`src/rtl/core/oal_pkg.sv`:
```
// ----------------------------------------------------------------------------
// oal_pkg
// Shared constants, codes and types for the ordered array list engine.
// ----------------------------------------------------------------------------
package oal_pkg;

    // Storage geometry
    localparam int LIST_CAPACITY = 32;
    localparam int KEY_BITS      = 64;
    localparam int PAYLOAD_BITS  = 64;

    // Port field widths
    localparam int OPCODE_W   = 3;
    localparam int POSITION_W = 5;
    localparam int FIELD_W    = 64;
    localparam int STATUS_W   = 3;
    localparam int FOUND_W    = 5;
    localparam int COUNT_W    = 6;

    // Derived internal widths
    localparam int IDX_W     = (LIST_CAPACITY > 1) ? $clog2(LIST_CAPACITY) : 1;
    localparam int CNT_W     = $clog2(LIST_CAPACITY + 1);
    localparam int CMP_W     = (CNT_W > POSITION_W) ? CNT_W : POSITION_W;
    localparam int CNT_OUT_W = (CNT_W > COUNT_W) ? CNT_W : COUNT_W;

    localparam int S_DATA_W = 8 * ((OPCODE_W + POSITION_W + 2 * FIELD_W + 7) / 8);
    localparam int M_DATA_W =
        8 * ((STATUS_W + FOUND_W + 2 * FIELD_W + COUNT_W + 2 + 7) / 8);

    typedef enum logic [OPCODE_W-1:0] {
        OP_INS_FIRST = 3'd0,
        OP_INS_AT    = 3'd1,
        OP_INS_LAST  = 3'd2,
        OP_DEL_FIRST = 3'd3,
        OP_DEL_AT    = 3'd4,
        OP_DEL_LAST  = 3'd5,
        OP_SEARCH    = 3'd6,
        OP_NOP       = 3'd7
    } opcode_t;

    typedef enum logic [STATUS_W-1:0] {
        ST_OK       = 3'd0,
        ST_FULL     = 3'd1,
        ST_EMPTY    = 3'd2,
        ST_BADIDX   = 3'd3,
        ST_NOTFOUND = 3'd4
    } status_t;

    // Command broadcast to every cell of the chain
    typedef struct packed {
        logic                    ins;
        logic                    del;
        logic [IDX_W-1:0]        pos;
        logic [KEY_BITS-1:0]     key;
        logic [PAYLOAD_BITS-1:0] payload;
    } cell_cmd_t;

endpackage

```
`src/rtl/core/oal_cell.sv`:
```
// ----------------------------------------------------------------------------
// oal_cell
// One list slot: holds a key and payload, shifts with its neighbors on
// insert and delete, and compares its key against the search key.
// ----------------------------------------------------------------------------
module oal_cell import oal_pkg::*; (
    input  logic                    aclk,
    input  logic [IDX_W-1:0]        cell_idx,
    input  cell_cmd_t               cmd,
    input  logic                    cell_live,
    input  logic [KEY_BITS-1:0]     left_key,
    input  logic [PAYLOAD_BITS-1:0] left_payload,
    input  logic [KEY_BITS-1:0]     right_key,
    input  logic [PAYLOAD_BITS-1:0] right_payload,
    output logic [KEY_BITS-1:0]     cell_key,
    output logic [PAYLOAD_BITS-1:0] cell_payload,
    output logic                    cell_match
);

    logic [KEY_BITS-1:0]     key_reg,     key_next;
    logic [PAYLOAD_BITS-1:0] payload_reg, payload_next;

    always_comb begin
        key_next     = key_reg;
        payload_next = payload_reg;
        if (cmd.ins) begin
            if (cell_idx > cmd.pos) begin
                // shift up: take the entry from the lower neighbor
                key_next     = left_key;
                payload_next = left_payload;
            end else if (cell_idx == cmd.pos) begin
                key_next     = cmd.key;
                payload_next = cmd.payload;
            end
        end else if (cmd.del) begin
            if (cell_idx >= cmd.pos) begin
                // close the gap: take the entry from the upper neighbor
                key_next     = right_key;
                payload_next = right_payload;
            end
        end
    end

    always_ff @(posedge aclk) begin
        key_reg     <= key_next;
        payload_reg <= payload_next;
    end

    assign cell_key     = key_reg;
    assign cell_payload = payload_reg;
    assign cell_match   = cell_live && (key_reg == cmd.key);

endmodule

```
`config.mk`:
```
export PLATFORM = sky130hd
export DESIGN_NAME = oal_cell
export DESIGN_NICKNAME = d
export VERILOG_FILES = /design/src/rtl/core/oal_pkg.sv /design/src/rtl/core/oal_cell.sv
export SDC_FILE = /design/constraint.sdc
export NUM_CORES = 1
export LEC_CHECK = 0
export ABC_AREA = 1
export BUFFER_PORTS_ARGS = -buffer_cell sky130_fd_sc_hd__buf_4
export CORE_AREA = 2 2 206 208
export DETAILED_ROUTE_END_ITERATION = 12
export DIE_AREA = 0 0 208 210
export PLACE_DENSITY = 0.51
export RECOVER_POWER = 50
export SLEW_MARGIN = 30
export SYNTH_ARGS = -nofsm -noshare
export SYNTH_HDL_FRONTEND = slang
export SYNTH_SLANG_ARGS = --single-unit
export TNS_END_PERCENT = 1
```
`constraint.sdc`:
```
create_clock -name aclk -period 10.85 [get_ports aclk]
set_input_delay 1.085 -clock aclk [delete_from_list [all_inputs] [get_ports aclk]]
set_output_delay 1.085 -clock aclk [all_outputs]
set_load 0.005 [all_outputs]
```
==> impl_metrics.ini <==
[global_routing]
grt_pass1_vias = 9707
antenna_found_initial = 3
grt_max_degree = 131
grt_overflow = 0
grt.total_usage_pct = 18.6
grt_pass1_wl_mm = 60.7

[sta]
worst_slack_ns = 5.63
slew-limit-headroom_pct = -47.6
max_freq_ghz = 0.191
setup_viol = 0
fin_crit_sh_pct = 48.1
drv_slew = 57
rsz0062_at_grt = no
finalHoldViolCount = 0
finalSetupTns_ns = 0
tightest_slew_ns = 2.21
period_minus_slack_ns = 5.22

[die]
core_sq_um = 41500
rows = 75
die-area_sq_um = 43700
start_util_pct = 21.4
fp.dieH_um = 210
die_x_um = 208
io_pins = 527

[logic_synthesis]
synth_fp_nets = 1612
synth_cell_types = 22
synth_compound_area_share_pct = 1.63
yosys_most_used_dff = edfxtp_1
synth_warnings = 0
synthMuxAreaShare_pct = 0
synth_xor_area_share_pct = 1.58
ys_ff_latch = 128
synth.avg_cell_area_sq_um = 7.36
seq_area_frac_synth_pct = 43.2
synth_top_family_by_area = simple AND/OR/NAND/NOR gates
yosys.area_share.simple_pct = 41.3
synth.area.top_cells = edfxtp_1 43%, nand2_1 21%, nand3b_1 11%, nand3_1 7.3%, inv_1 6.8%
yosys-top-cells-count = 502 x nand2_1, 162 x inv_1, 130 x nand3_1, 128 x edfxtp_1, 128 x nand3b_1
synth_top_area_share_pct = 43.2
ys_async_sr_fraction_pct = 0
netlist_instances = 1209
yosysMostFrequentCell = nand2_1
synth_area_sq_um = 8890
synth_top_area_cell = edfxtp_1
synth-edff-count = 128
synth-adder-area-share_pct = 0.703

[power_and_ir_drop]
switchingPower_mw = 0.593
power_frac_seq_pct = 38.7
power.density_nw_per_um2 = 136
switching_share_pct = 32.4
power_leakage_nw = 6.79
post-layout-total-power_mw = 1.83
p_int_mw = 1.24
ir_worst_vdd_uv = 94.4
pwr-share-clk_pct = 31.4
p_comb_share_pct = 29.9

[worst_setup_path]
endpoint = cell_payload[33]$_DFFE_PP_
crit_type = input pin to register
path_cells = clkbuf_4, ha_1, nand2_1, nor2_1, nand2_1, o211ai_1, buf_12, nand2_1, buf_4, nand2_1, nand3_1, nand2_1
startpoint_type = input pin
arrival_ns = 5.53
startpoint = cell_idx[4]
worstPathRequired_ns = 11.16
crit_top_cell = nand2_1
cp_max_fo = 130
endpoint_kind = register
slowest_delay_ns = 1.44
slowest_stage = nand2_1

[cts]
clockRootBuffer = clkbuf_16
cts-resized-gates = 0
clock_sinks = 128
clkSlewWorstSetupHoldPaths_ns = 0.07
numCtsBuffers = 17
cts.path.max_buffers = 2
htree_levels = 4
cts_hold_buf = 0
postCtsSetupRepairBufs = 0
cts_tree = yes

[placement]
hpwl_mm = 31.2
routabilityCongestion = 0.875
dp_slack_ns = 6.47
portBuffers = 526

[layout]
syn2layout_area_growth_pct = 51.5
fin_nets = 2095
drive_above_1_share_pct = 28.5

[routing]
firstDrtPassIters = 7
drt_iter0_drc = 498
ant_nets = 0
vias_per_cell = 4.39
drc_errors = 0
wire_per_inst_um = 18.7
dr_total_vias = 9866
routed_wl_mm = 41.9

[status]
violations = max-capacitance violations, max-slew violations
status = complete, but fails checks

[flow_run]
drv_cap = 1

[worst_hold_path]
hp-class = input pin to register
## how the worst min path moves through the flow
stage / startpoint / end / slack (ns) / cells after the start
floorplan: right_key[0] / cell_key[0]$_DFFE_PP_ / 1.27 / 2
detailed placement: right_payload[47] / cell_payload[47]$_DFFE_PP_ / 1.36 / 3
CTS: right_key[8] / cell_key[8]$_DFFE_PP_ / 0.87 / 3
global placement: right_key[41] / cell_key[41]$_DFFE_PP_ / 1.36 / 3
finish: right_payload[59] / cell_payload[59]$_DFFE_PP_ / 0.91 / 3
global route: right_key[6] / cell_key[6]$_DFFE_PP_ / 0.89 / 3
## registers in the layout, indices dropped and copies added, names as in the netlist
signal	cells
cell_payload	64
cell_key	64
## final cells by class
type / instances / area (sq um)
Fill cell: 4593 / 28000
Multi-Input combinational cell: 849 / 4020
Sequential cell: 128 / 3840
Timing Repair Buffer: 534 / 3760
Tap cell: 539 / 674
Inverter: 162 / 611
Clock buffer: 20 / 437
Clock inverter: 12 / 119
Antenna cell: 2 / 5.00
## logic make-up after synthesis
logic type               after synthesis
AND/OR/NAND/NOR                      803
adder cells (fa/ha/maj)                5
AO/OA/AOI/OAI                         25
XOR/XNOR                              16
flip-flops                           128
buffers and inverters                232
## layout by cell type, fill, tap and decap left out, drive strengths merged
| master | count |
|---|---|
| a21o | 1 |
| a21oi | 3 |
| buf | 407 |
| bufinv | 2 |
| clkbuf | 147 |
| clkinv | 8 |
| clkinvlp | 2 |
| diode | 2 |
| edfxtp | 128 |
| ha | 5 |
| inv | 162 |
| nand2 | 504 |
| nand3 | 130 |
| nand3b | 128 |
| nor2 | 40 |
| nor3 | 1 |
| o211ai | 1 |
| o21ai | 12 |
| o22ai | 8 |
| xnor2 | 9 |
| xor2 | 7 |
## metal layers
| layer | vias to the layer above | wire (um) | share of wire (%) | track usage, % |
|---|---|---|---|---|
| met4 | 2 | 1050 | 2.5 | 6.43 |
| met2 | 421 | 20600 | 49 | 31.6 |
| met3 | 58 | 2980 | 7.1 | 5.18 |
| li1 | 4814 | - | - | - |
| met5 | - | 13 | 0.031 | 0 |
| met1 | 4571 | 17200 | 41 | 22.5 |
## metrics by stage
stage / instance area [sq um] / util, % / hold WS (ns) / cells
floorplan: 8890 / - / 1.27 / 1209
global placement: 13200 / 31.8 / 1.36 / 2211
detailed placement: 13200 / 31.8 / 1.36 / 2211
CTS: 13800 / 33.2 / 0.872 / 2243
global route: 13500 / 32.5 / 0.886 / 2245
finish: 13500 / 32.5 / 0.908 / 2246
## power groups by stage
stage                     clock network (mW)  logic, mW  registers [mW]
after floorplan                            0      0.247           0.725
after global placement                     0      0.597           0.718
after detailed placement                   0      0.599           0.720
after CTS                              0.597      0.601           0.711
after global routing                   0.612      0.606           0.718
final                                  0.574      0.547           0.708
## critical path, delay by kind of cell
family | cells | cell delay (ns)
adder cells (fa/ha/maj) | 1 | 0.28
buffers and inverters | 3 | 1.51
AO/OA/AOI/OAI | 1 | 0.16
AND/OR/NAND/NOR | 7 | 2.24
No activity file was read; power rests on OpenSTA's default activity.
